===== config.mk =====
export PLATFORM = sky130hd
export DESIGN_NAME = weighted_moving_average_filter_core
export DESIGN_NICKNAME = d
export VERILOG_FILES = /design/src/hdl/wma_pkg.sv /design/src/hdl/wma_datapath.sv /design/src/hdl/wma_ctrl.sv /design/src/hdl/weighted_moving_average_filter_core.sv
export SDC_FILE = /design/constraint.sdc
export NUM_CORES = 2
export LEC_CHECK = 0
export ABC_AREA = 1
export ABC_CLOCK_PERIOD_IN_PS = 11700
export BUFFER_PORTS_ARGS = -buffer_cell sky130_fd_sc_hd__clkbuf_2
export CORE_UTILIZATION = 60
export CTS_CLUSTER_SIZE = 24
export DETAILED_ROUTE_END_ITERATION = 16
export HOLD_SLACK_MARGIN = 0.06
export PLACE_DENSITY_LB_ADDON = 0.1
export SLEW_MARGIN = 20
export SYNTH_ARGS = -nofsm -noshare
export SYNTH_HDL_FRONTEND = slang
export SYNTH_SLANG_ARGS = --single-unit

===== constraint.sdc =====
create_clock -name clk_i -period 11.7 [get_ports clk_i]
set_input_delay 1.755 -clock clk_i [delete_from_list [all_inputs] [get_ports clk_i]]
set_output_delay 1.755 -clock clk_i [all_outputs]
set_load 0.05 [all_outputs]

===== src/hdl/wma_pkg.sv =====
// ---------------------------------------------------------------------------
// wma_pkg
// shared types and constants for the weighted moving average filter
// ---------------------------------------------------------------------------
`default_nettype none

package wma_pkg;

  localparam int unsigned Channels  = 10;
  localparam int unsigned MaxWindow = 16;
  localparam int unsigned ChanWidth = 4;
  localparam int unsigned SampWidth = 16;
  localparam int unsigned WinWidth  = 5;
  localparam int unsigned WsumWidth = 24;
  localparam int unsigned PsumWidth = 21;
  localparam int unsigned DivWidth  = 8;
  localparam logic [WinWidth-1:0] WinReset = 5'd10;

  typedef struct packed {
    logic [ChanWidth-1:0]        channel;
    logic signed [SampWidth-1:0] sample;
  } in_item_t;

  typedef struct packed {
    logic [ChanWidth-1:0]        channel_out;
    logic signed [SampWidth-1:0] average;
    logic                        window_full;
  } out_item_t;

  typedef enum logic [2:0] {
    ST_IDLE,
    ST_READ,
    ST_UPDATE,
    ST_DIVIDE,
    ST_OUTPUT
  } wma_state_e;

  // controller to datapath
  typedef struct packed {
    logic load;
    logic read;
    logic update;
    logic div_step;
    logic clear;
  } wma_cmd_t;

  // datapath to controller
  typedef struct packed {
    logic valid_chan;
    logic div_done;
  } wma_stat_t;

endpackage

`default_nettype wire


===== src/hdl/wma_datapath.sv =====
// ---------------------------------------------------------------------------
// wma_datapath
// per-channel sums, sample ring memory and restoring divider
// ---------------------------------------------------------------------------
`default_nettype none

module wma_datapath (
  input  wire logic               clk_i,
  input  wire logic               rst_ni,
  input  wire wma_pkg::wma_cmd_t  cmd_i,
  output wma_pkg::wma_stat_t      stat_o,
  input  wire wma_pkg::in_item_t  item_i,
  input  wire logic [wma_pkg::WinWidth-1:0] win_i,
  output wma_pkg::out_item_t      result_o
);
  import wma_pkg::*;

  localparam int unsigned PtrW  = (MaxWindow > 1) ? $clog2(MaxWindow) : 1;
  localparam int unsigned ChIdxW = (Channels > 1) ? $clog2(Channels) : 1;
  localparam int unsigned Depth = Channels * MaxWindow;
  localparam int unsigned AddrW = (Depth > 1) ? $clog2(Depth) : 1;
  localparam int unsigned CntW  = WsumWidth + 1;

  logic signed [SampWidth-1:0] ring_mem [Depth];
  logic signed [SampWidth-1:0] oldest_q;

  logic signed [WsumWidth-1:0] wsum_q [Channels];
  logic signed [PsumWidth-1:0] psum_q [Channels];
  logic [WinWidth-1:0]         fill_q [Channels];
  logic [PtrW-1:0]             ptr_q  [Channels];

  logic [ChanWidth-1:0]        chan_q;
  logic signed [SampWidth-1:0] samp_q;
  logic [WinWidth-1:0]         n_q;
  logic                        full_q;

  logic [ChIdxW-1:0] ci;
  logic [WinWidth-1:0] n_eff;
  logic [PtrW:0] p_cur;
  logic [AddrW-1:0] addr;
  logic [WinWidth-1:0] fill_nx;
  logic signed [WsumWidth-1:0] wsum_nx;
  logic signed [PsumWidth-1:0] psum_nx;
  logic [PtrW:0] p_nx;
  logic [DivWidth-1:0] divisor;
  logic signed [WsumWidth-1:0] samp_ext;
  logic signed [WsumWidth-1:0] weight;
  logic [2*WinWidth-1:0] div_prod;

  // divider state
  logic [WsumWidth-1:0] quo_q;
  logic [WsumWidth:0]   rem_q;
  logic [DivWidth-1:0]  dvs_q;
  logic                 neg_q;
  logic [4:0]           cnt_q;
  logic [WsumWidth:0]   rem_sh;

  assign ci = chan_q[ChIdxW-1:0];

  always_comb begin
    n_eff = win_i;
    if (n_eff == '0) n_eff = WinWidth'(1);
    if (n_eff > WinWidth'(MaxWindow)) n_eff = WinWidth'(MaxWindow);
  end

  always_comb begin
    p_cur = {1'b0, ptr_q[ci]};
    if (p_cur >= (PtrW+1)'(n_q)) p_cur = '0;
    addr = AddrW'(ci * MaxWindow + p_cur);
    p_nx = p_cur + 1'b1;
    if (p_nx >= (PtrW+1)'(n_q)) p_nx = '0;
    samp_ext = WsumWidth'(samp_q);
    if (fill_q[ci] < n_q) begin
      fill_nx = fill_q[ci] + 1'b1;
      weight  = $signed(WsumWidth'(fill_nx));
      wsum_nx = wsum_q[ci] + weight * samp_ext;
      psum_nx = psum_q[ci] + PsumWidth'(samp_q);
    end else begin
      fill_nx = n_q;
      weight  = $signed(WsumWidth'(n_q));
      wsum_nx = wsum_q[ci] + weight * samp_ext - WsumWidth'(psum_q[ci]);
      psum_nx = psum_q[ci] + PsumWidth'(samp_q) - PsumWidth'(oldest_q);
    end
    div_prod = (2*WinWidth)'(fill_nx) * (2*WinWidth)'(fill_nx + 1'b1);
    divisor  = DivWidth'(div_prod >> 1);
  end

  assign stat_o.valid_chan = (item_i.channel < ChanWidth'(Channels));
  assign stat_o.div_done   = (cnt_q == 5'd0);

  always_ff @(posedge clk_i) begin
    if (cmd_i.load) begin
      chan_q <= item_i.channel;
      samp_q <= item_i.sample;
      n_q    <= n_eff;
    end
    if (cmd_i.read) oldest_q <= ring_mem[addr];
    if (cmd_i.update) ring_mem[addr] <= samp_q;
  end

  always_ff @(posedge clk_i or negedge rst_ni) begin
    if (!rst_ni) begin
      for (int i = 0; i < Channels; i++) begin
        wsum_q[i] <= '0;
        psum_q[i] <= '0;
        fill_q[i] <= '0;
        ptr_q[i]  <= '0;
      end
      cnt_q <= '0;
    end else if (cmd_i.clear) begin
      for (int i = 0; i < Channels; i++) begin
        wsum_q[i] <= '0;
        psum_q[i] <= '0;
        fill_q[i] <= '0;
        ptr_q[i]  <= '0;
      end
    end else if (cmd_i.update) begin
      wsum_q[ci] <= wsum_nx;
      psum_q[ci] <= psum_nx;
      fill_q[ci] <= fill_nx;
      ptr_q[ci]  <= p_nx[PtrW-1:0];
      cnt_q      <= 5'(WsumWidth);
    end else if (cmd_i.div_step && cnt_q != 5'd0) begin
      cnt_q <= cnt_q - 1'b1;
    end
  end

  // restoring divider on the magnitude, one quotient bit a cycle
  assign rem_sh = {rem_q[WsumWidth-1:0], quo_q[WsumWidth-1]};

  always_ff @(posedge clk_i) begin
    if (cmd_i.update) begin
      neg_q  <= wsum_nx[WsumWidth-1];
      quo_q  <= wsum_nx[WsumWidth-1] ? WsumWidth'(-wsum_nx) : wsum_nx;
      rem_q  <= '0;
      dvs_q  <= divisor;
      full_q <= (fill_nx >= n_q);
    end else if (cmd_i.div_step && cnt_q != 5'd0) begin
      if (rem_sh >= CntW'(dvs_q)) begin
        rem_q <= rem_sh - CntW'(dvs_q);
        quo_q <= {quo_q[WsumWidth-2:0], 1'b1};
      end else begin
        rem_q <= rem_sh;
        quo_q <= {quo_q[WsumWidth-2:0], 1'b0};
      end
    end
  end

  always_comb begin
    result_o.channel_out = chan_q;
    result_o.average     = neg_q ? SampWidth'(-quo_q) : SampWidth'(quo_q);
    result_o.window_full = full_q;
  end

endmodule

`default_nettype wire


===== src/hdl/wma_ctrl.sv =====
// ---------------------------------------------------------------------------
// wma_ctrl
// sequencer for one transaction: read, update, divide, hand off
// ---------------------------------------------------------------------------
`default_nettype none

module wma_ctrl (
  input  wire logic              clk_i,
  input  wire logic              rst_ni,
  input  wire logic              in_valid_i,
  output logic                   in_stall_o,
  output logic                   out_valid_o,
  input  wire logic              out_stall_i,
  input  wire logic              cfg_we_i,
  input  wire wma_pkg::wma_stat_t stat_i,
  output wma_pkg::wma_cmd_t      cmd_o
);
  import wma_pkg::*;

  wma_state_e state_q, state_d;

  always_ff @(posedge clk_i or negedge rst_ni) begin
    if (!rst_ni) state_q <= ST_IDLE;
    else         state_q <= state_d;
  end

  always_comb begin
    state_d     = state_q;
    cmd_o       = '0;
    in_stall_o  = 1'b1;
    out_valid_o = 1'b0;
    cmd_o.clear = cfg_we_i;
    unique case (state_q)
      ST_IDLE: begin
        in_stall_o = 1'b0;
        if (in_valid_i) begin
          cmd_o.load = 1'b1;
          if (stat_i.valid_chan) state_d = ST_READ;
        end
      end
      ST_READ: begin
        cmd_o.read = 1'b1;
        state_d = ST_UPDATE;
      end
      ST_UPDATE: begin
        cmd_o.update = 1'b1;
        state_d = ST_DIVIDE;
      end
      ST_DIVIDE: begin
        cmd_o.div_step = 1'b1;
        if (stat_i.div_done) state_d = ST_OUTPUT;
      end
      ST_OUTPUT: begin
        out_valid_o = 1'b1;
        if (!out_stall_i) state_d = ST_IDLE;
      end
      default: state_d = ST_IDLE;
    endcase
  end

endmodule

`default_nettype wire


===== src/hdl/weighted_moving_average_filter_core.sv =====
// ---------------------------------------------------------------------------
// weighted_moving_average_filter_core
// multi-channel linearly weighted moving average
// ---------------------------------------------------------------------------
// Each transaction carries a channel number and a signed sample; the block
// returns the linearly weighted average over that channel's last N samples
// (newest weight N), quotient truncated toward zero, with window_full set
// once N samples are held. Channels at or above Channels give no result.
// The result is offered after a ring read, a sum update, a 24-step
// restoring divider and a check that the divider has finished. The next
// sample is accepted in the cycle after the result has been taken, so
// transactions never overlap; output stalls hold the result until taken.
// Writing window_length clears every channel's sums and fill count.
`default_nettype none

module weighted_moving_average_filter_core (
  input  wire logic                       clk_i,
  input  wire logic                       rst_ni,
  input  wire logic                       in_valid_i,
  output logic                            in_stall_o,
  input  wire wma_pkg::in_item_t          in_data_i,
  output logic                            out_valid_o,
  input  wire logic                       out_stall_i,
  output wma_pkg::out_item_t              out_data_o,
  input  wire logic                       cfg_we_i,
  input  wire logic [wma_pkg::WinWidth-1:0] cfg_wdata_i
);
  import wma_pkg::*;

  logic [WinWidth-1:0] win_q;
  wma_cmd_t  cmd;
  wma_stat_t stat;

  // window length register
  always_ff @(posedge clk_i or negedge rst_ni) begin
    if (!rst_ni)       win_q <= WinReset;
    else if (cfg_we_i) win_q <= cfg_wdata_i;
  end

  wma_ctrl u_ctrl (
    .clk_i       (clk_i),
    .rst_ni      (rst_ni),
    .in_valid_i  (in_valid_i),
    .in_stall_o  (in_stall_o),
    .out_valid_o (out_valid_o),
    .out_stall_i (out_stall_i),
    .cfg_we_i    (cfg_we_i),
    .stat_i      (stat),
    .cmd_o       (cmd)
  );

  wma_datapath u_dp (
    .clk_i    (clk_i),
    .rst_ni   (rst_ni),
    .cmd_i    (cmd),
    .stat_o   (stat),
    .item_i   (in_data_i),
    .win_i    (win_q),
    .result_o (out_data_o)
  );

`ifndef SYNTHESIS
  // never take a new transaction while a result is pending
  a_no_overlap: assert property (@(posedge clk_i) disable iff (!rst_ni)
    out_valid_o |-> in_stall_o) else $error("input open with result pending");
  // a result stays offered until taken
  a_out_hold: assert property (@(posedge clk_i) disable iff (!rst_ni)
    (out_valid_o && out_stall_i) |=> out_valid_o) else $error("result dropped");
`endif

endmodule

`default_nettype wire

* Word level (Yosys, flattened, before mapping) *
Memory sizes are Yosys's and may differ from the RTL's. A register that Yosys moved wholly into a read port is not among the register bits.
Cells that the tools add are included.

operators by class
  order comparisons = 9
  multipliers = 3
  reductions and logical operators = 10
  equality and inequality tests = 8
  add/subtract/negate cells = 13
  mux-type cells = 60
  bitwise operators = 2

operator list
  kind              count
  $mux W240         2
  $mux W210         2
  $bwmux W240       1
  $bwmux W210       1
  $mux W24          8
  $mux W50          2
  $bmux W24 S4      1
  $demux W24 S4     1
  $bmux W21 S4      1
  $demux W21 S4     1
  $mux W21          4
  $mux W40          2
  $bwmux W50        1
  $add A24 B24 Y24  2
  $mul A6 B16 Y22   2
  $bwmux W40        1
  $mux W5           7
  $ge A25 B8 Y1     1
  $neg A24 Y24      1
  $sub A24 B21 Y24  1
  $sub A24 B8 Y24   1
  $add A21 B16 Y21  1
  $sub A21 B16 Y21  1
  $bmux W5 S4       1
  other kinds (35)  59

word-level totals
  input bits = 30
  register bits after elaboration = 636
  output and inout bits = 23
  word-level logic and storage cells = 157
  memory bits (writable) = 2560
  memories kept = 1

memories
  memory         words  width  rd ports  clocked after Yosys merged registers in  write ports  RTL line            RTL
  u_dp.ring_mem  160    16     1         1                                        1            wma_datapath.sv:24  logic signed [SampWidth-1:0] ring_mem [Depth];

* Depth between registers and ports, before layout *
  word-level depth = 12
  depth in mapped cells = 51
  gate-level depth less buffers = 48

* By module *
A second synthesis with hierarchy kept.

unflattened totals
  cell total of the unflattened synthesis = 14742
  area, all modules = 148817.7 um^2

modules (own cells, without submodules)
  module                               cells each  area each (um^2)  times used  seq. area each (um^2)
  wma_datapath                         14691       148432.4          1           93244.4
  wma_ctrl                             30          197.7             1           75.1
  weighted_moving_average_filter_core  21          187.7             1           127.6

* Worst setup path after synthesis *
Ideal clock, no wire load.

  path type = reg2reg
  from = reg u_dp.samp_q[7]
  to = reg u_dp.quo_q[3] (data pin)
  slack = 3.382 ns
  stages on the path, launching flop included = 35
  clock period less this slack = 8.318 ns
  arrival = 8.063 ns
  required time = 11.445 ns
  path buffers = 1
  setup time = 0.255 ns
  path through = edfxtp_1 -> nand2_1 -> fa_1 -> inv_1 -> fa_1 -> fa_1 -> ha_1 -> inv_1 -> o21ai_0 -> a21oi_1 -> nand2_1 -> a21boi_0 -> o21ai_0 -> a21boi_0 -> o21ai_0 -> nand2_1 -> nand2_1 -> a21oi_1 -> xnor2_1 -> fa_1 -> ha_1 -> a21oi_1 -> inv_1 -> a21oi_1 -> nor2_1 -> nor2_1 -> o21ai_0 -> nor2_1 -> nor2_1 -> nor2_2 -> buf_2 -> nand2_1 -> xor2_1 -> nand2_1 -> nand2_1

between the ends
  cells in the longest elaborated chain, start to end = 6
  elaborated cells between the ends (all ways) = 8
  classes of those cells = add/sub: 3; mul: 2; mux: 3

ends and longest elaborated chain
  what                    RTL line             RTL
  start, declared         wma_datapath.sv:33   logic signed [SampWidth-1:0] samp_q;
  start signal, assigned  wma_datapath.sv:94   samp_q <= item_i.sample;
  $mul A6 B16 Y22         wma_datapath.sv:81   wsum_nx = wsum_q[ci] + weight * samp_ext - WsumWidth'(psum_q[ci]);
  $add A24 B24 Y24        wma_datapath.sv:81
  $sub A24 B21 Y24        wma_datapath.sv:81
  $mux W24 *              wma_datapath.sv:73   if (fill_q[ci] < n_q) begin
  $mux W24 *              wma_datapath.sv:134  quo_q <= wsum_nx[WsumWidth-1] ? WsumWidth'(-wsum_nx) : wsum_nx;
  $mux W24 *              wma_datapath.sv:132  if (cmd_i.update) begin
  end signal, assigned    wma_datapath.sv:134
  end signal, assigned    wma_datapath.sv:141  quo_q <= {quo_q[WsumWidth-2:0], 1'b1};
  end signal, assigned    wma_datapath.sv:144  quo_q <= {quo_q[WsumWidth-2:0], 1'b0};
  end, declared           wma_datapath.sv:51   logic [WsumWidth-1:0] quo_q;

Mark *: on every way between the ends. The rest lies on a longest branch, timed or not.
A chain may end at the register's enable or synchronous reset.

* Worst setup path after layout *
  from = reg u_dp.chan_q[0]
  to = reg u_dp.quo_q[1] (data pin)

between the ends
  cells in the longest elaborated chain, start to end = 11
  elaborated cells between the ends (all ways) = 20
  classes of those cells = add/sub: 5; mul: 1; order compare: 1; mux: 12; bitwise: 1

ends and longest elaborated chain
  what                                         RTL line                                RTL
  start, declared                              wma_datapath.sv:32                      logic [ChanWidth-1:0] chan_q;
  start signal, assigned                       wma_datapath.sv:93                      chan_q <= item_i.channel;
  $not A4 Y5 (implied by the code) *           -
  $bmux W5 S4                                  wma_datapath.sv:73, wma_datapath.sv:74
  $mux W5 (implied by the code) (2 in series)  wma_datapath.sv:73, wma_datapath.sv:74
  $add A5 B1 Y5                                wma_datapath.sv:74                      fill_nx = fill_q[ci] + 1'b1;
  $mul A6 B16 Y22                              wma_datapath.sv:76                      wsum_nx = wsum_q[ci] + weight * samp_ext;
  $add A24 B24 Y24                             wma_datapath.sv:76
  $mux W24 *                                   wma_datapath.sv:73
  $neg A24 Y24                                 wma_datapath.sv:134
  $mux W24 *                                   wma_datapath.sv:134
  $mux W24 *                                   wma_datapath.sv:132

Mark *: on every way between the ends. The rest lies on a longest branch, timed or not. The select of a mux whose other input is x is not followed.

==> flow_summary.rst <==
.. list-table::
   :header-rows: 1

   * - Metric
     - Value
   * - Count of final max-slew check failures
     - 0
   * - Placed cell areas
     - 152000 um^2
   * - Clock transition time at the flip-flop clock pins of the worst setup and hold paths
     - 0.06 ns
   * - Sum of negative setup slack
     - 0 ns
   * - Total power of the final layout
     - 35.6 mW
   * - Total I/O pin count
     - 53
   * - Class of the most critical setup path
     - flip-flop to flip-flop
   * - H-tree levels
     - 5
   * - Wire length of the first global-routing pass
     - 692000 um
   * - Most used flip-flop cell after synthesis
     - sky130_fd_sc_hd__edfxtp_1
   * - Mean number of vias per cell
     - 6.06
   * - Routed length per instance
     - 26.1 um
   * - Hold buffer count at CTS
     - 0
   * - Proportion of synthesized flip-flops having asynchronous set or reset
     - 0.172
   * - Ranking of synthesized cells by area
     - sky130_fd_sc_hd__edfxtp_1 (53%), sky130_fd_sc_hd__nand2_1 (9.5%), sky130_fd_sc_hd__dfrtp_1 (9.3%)
   * - Number of global-route vias before repair
     - 106000
   * - Yosys warns
     - 0
   * - Worst clock skew on the final layout
     - 0.123 ns
   * - Run status
     - completed
   * - Sink of the worst hold path
     - u_dp.rem_q[4]$_SDFFE_PP0P_
   * - Nets
     - 15000
   * - Kind of end point of the critical path
     - flip-flop
   * - Residual DRC
     - 0
   * - Endpoints failing setup
     - 0
   * - Synthesis-to-layout area growth
     - 9.72%
   * - Initial core utilization
     - 0.604
   * - Source-to-sink clock delay at the later pin of the worst-skew pair
     - 1.02 ns
   * - Final cell area excluding filler cells
     - 163000 um^2
   * - Post-CTS setup repair buffer count
     - 0
   * - Post-synthesis instance area
     - 149000 um^2
   * - Clock root buffer
     - sky130_fd_sc_hd__clkbuf_16
   * - Critical Path AT
     - 10.66 ns
   * - TritonCTS clock tree
     - yes
   * - Logic depth of the worst register-to-register path
     - 45
   * - Total area of sequential cells
     - 93400 um^2
   * - Floorplan die height
     - 500 um
   * - EDFF count, synth
     - 2635
   * - Reg-to-Reg Start
     - u_dp.chan_q[0]$_DFFE_PP_
   * - Largest net degree at the start of global routing
     - 172
   * - Proportion of netlist area held by the largest area contributor
     - 0.533
   * - Delay of the slowest cell on the worst path
     - 0.57 ns
   * - Number of cells upsized or downsized after cts
     - 0
   * - Die width
     - 500 um
   * - Die area
     - 250000 um^2
   * - Sum of routed wire length over all layers
     - 472000 um
   * - ANT nets after route
     - 0
   * - CTS buffer count
     - 344
   * - Sequential share of the synthesized area
     - 0.629
   * - Worst voltage drop across the vdd grid
     - 0.000370 V
   * - Post-synth cell types
     - 57
   * - DRT Pass-1 Iters
     - 9
   * - First-iteration detailed-routing DRC count
     - 14400
   * - Count of max-cap constraint violations
     - 0
   * - Last weighted congestion value of the routability-driven placer
     - 0.950
   * - Deepest clock path buffer count
     - 4
   * - Buffers on Ports
     - 52
   * - Area inside the core boundary
     - 246000 um^2
   * - Multi-input combinational cell area
     - 43700 um^2
   * - Post-Syn Area per Cell
     - 10.2 um^2
   * - Number of instances on the worst hold path
     - 2
   * - Final worst hold slack
     - 0.475 ns
   * - Seq cells post-synth
     - 3212
   * - Crit-path max FO
     - 31
   * - Net count of the mapped netlist
     - 15000
   * - Final hold violation count
     - 0
   * - Post-Syn Instances
     - 14600
   * - Worst path most repeated cell
     - sky130_fd_sc_hd__nand2_1
   * - Layout filler cell count
     - 19000
   * - P_leak
     - 69.0 nW
   * - DPL Wire Length
     - 278000 um
   * - Element type at the critical path start
     - flip-flop
   * - Largest area contributor in the netlist
     - sky130_fd_sc_hd__edfxtp_1
   * - Antenna violations before repair
     - 12
   * - Detailed-route via count
     - 109000
   * - Sink count of the clock tree
     - 3212
   * - Internal reg-to-reg setup slack
     - 1.70 ns
   * - Global Route Usage Sum
     - 0.377
   * - Final Cycle Share
     - 0.855
   * - Min-delay src
     - u_dp.rem_q[4]$_SDFFE_PP0P_
   * - RSZ-0062 raised after global routing
     - false
   * - Maximum achievable frequency
     - 0.100 GHz
   * - Core Rows
     - 182
   * - Fraction of final layout cells with drive strength greater than 1
     - 0.0643
   * - Final worst path period need
     - 10.00 ns
   * - Pwr Density
     - 218 nW/um^2
   * - Class of the tightest hold or removal check
     - flip-flop to flip-flop
   * - Critical path's slowest cell
     - sky130_fd_sc_hd__clkinv_1
   * - Remaining max-slew budget at the tightest pin
     - 0.219
   * - End of the worst register-to-register path
     - u_dp.quo_q[1]$_DFFE_PN_
   * - Worst endpoint required time
     - 12.36 ns
   * - Leftover overflow at the end of global routing
     - 0
   * - Least-Margin Pin Slew
     - 1.17 ns
## worst max-delay path by stage
stage / startpoint / end / slack, ns
6_report: u_dp.chan_q[0]$_DFFE_PP_ / u_dp.quo_q[1]$_DFFE_PN_ / 1.70
5_1_grt: u_dp.chan_q[0]$_DFFE_PP_ / u_dp.quo_q[6]$_DFFE_PN_ / 0.86
4_1_cts: u_dp.chan_q[0]$_DFFE_PP_ / u_dp.quo_q[10]$_DFFE_PN_ / 1.66
3_5_place_dp: u_dp.chan_q[0]$_DFFE_PP_ / u_dp.quo_q[10]$_DFFE_PN_ / 1.68
3_3_place_gp: u_dp.chan_q[0]$_DFFE_PP_ / u_dp.quo_q[7]$_DFFE_PN_ / 1.54
2_1_floorplan: u_dp.samp_q[7]$_DFFE_PP_ / u_dp.quo_q[3]$_DFFE_PN_ / 3.38
## power by group
group / internal (mW) / switching, mW
sequential: 13.1 / 0.165
combinational: 3.35 / 8.63
clock: 5.97 / 4.42
total: 22.4 / 13.2
## area by class of cell
type,count,share of cell area
Antenna cell,5,0.0000768
Clock buffer,440,0.0568
Clock inverter,150,0.00777
Inverter,2135,0.0493
Multi-Input combinational cell,8513,0.268
Sequential cell,3212,0.573
Tap cell,3220,0.0247
Timing Repair Buffer,393,0.0200
## logic make-up (layout without fill, tap and decap cells)
kind of cell | after synthesis | in the layout | synth area share
other cells | 0 | 5 | 0
fa+ha+maj | 361 | 361 | 0.0373
compound gates | 2410 | 2410 | 0.0963
simple gates | 5601 | 5601 | 0.151
xor+xnor | 140 | 140 | 0.00830
flops | 3212 | 3212 | 0.629
mux | 1 | 1 | 0.0000674
buf+inv | 2908 | 3118 | 0.0780
## synthesized netlist by cell type, drive strengths merged (3+ instances only)
library cell / number
o21ai: 949
xor2: 93
a21boi: 9
ha: 225
clkinv: 3
nor4: 6
o2111ai: 3
fa: 136
nand2: 3778
xnor2: 47
a21oi: 302
dfxtp: 24
o22ai: 579
nor3: 25
and2: 4
clkbuf: 333
a22oi: 72
o21bai: 11
o21a: 6
a221oi: 18
nand3: 596
buf: 440
or2: 30
dfrtp: 551
a31oi: 13
nand4: 58
o211ai: 429
inv: 2132
a21o: 10
nand3b: 83
nor2: 1017
edfxtp: 2635
## placed cells by master (no fill, tap or decap), drive strengths merged, types with 3 or more instances in the layout
cell type / Yosys / final
buf: 440 / 342
o22ai: 579 / 579
nand2: 3778 / 3778
and2: 4 / 4
diode: 0 / 5
xor2: 93 / 93
o21bai: 11 / 11
a221oi: 18 / 18
fa: 136 / 136
a31oi: 13 / 13
a21boi: 9 / 9
o2111ai: 3 / 3
a21oi: 302 / 302
o21a: 6 / 6
nor2: 1017 / 1017
xnor2: 47 / 47
dfrtp: 551 / 551
or2: 30 / 30
clkinvlp: 0 / 5
dfxtp: 24 / 24
nand4: 58 / 58
o211ai: 429 / 429
edfxtp: 2635 / 2635
nor3: 25 / 25
nor4: 6 / 6
ha: 225 / 225
nand3: 596 / 596
inv: 2132 / 2138
clkinv: 3 / 123
nand3b: 83 / 83
clkbuf: 333 / 491
a22oi: 72 / 72
a21o: 10 / 10
bufinv: 0 / 19
o21ai: 949 / 949
## per-stage QoR
step,std cells,worst slack (ns),utilization
after detailed placement,17500,1.68,0.620
final,18100,1.70,0.663
after global placement,17500,1.54,0.620
after CTS,18100,1.66,0.663
after global routing,18100,0.863,0.663
after floorplan,14600,3.38,-
## metal layers
layer  share of wire  global-route usage
met1            0.38               0.506
met2            0.45               0.583
met3            0.11              0.0749
met4           0.057               0.198
met5         0.00013                   0
## worst max-delay path, delay by kind of cell (launching register included)
kind                       cells  cell delay, ns
buffers and inverters          8            1.95
DFF                            1            0.39
adders and majority gates      6            2.48
xor gates and xnor gates       2            0.35
and+or+nand+nor               20            2.60
AOI/OAI and AO/OA              9            1.82
## flip-flops by register name, summed over array words and instances (netlist names)
register and flops:
u_dp.ptr_q 40, u_dp.oldest_q 16, u_dp.ring_mem 2560, u_dp.samp_q 16, u_ctrl.state_q 3, u_dp.wsum_q 240, u_dp.n_q 5, u_dp.rem_q 24
u_dp.psum_q 210, u_dp.fill_q 50, win_q 5, u_dp.full_q 1, u_dp.quo_q 24, u_dp.chan_q 4, u_dp.cnt_q 5, u_dp.dvs_q 8
u_dp.neg_q 1
No activity file was read; power rests on OpenSTA's default activity.
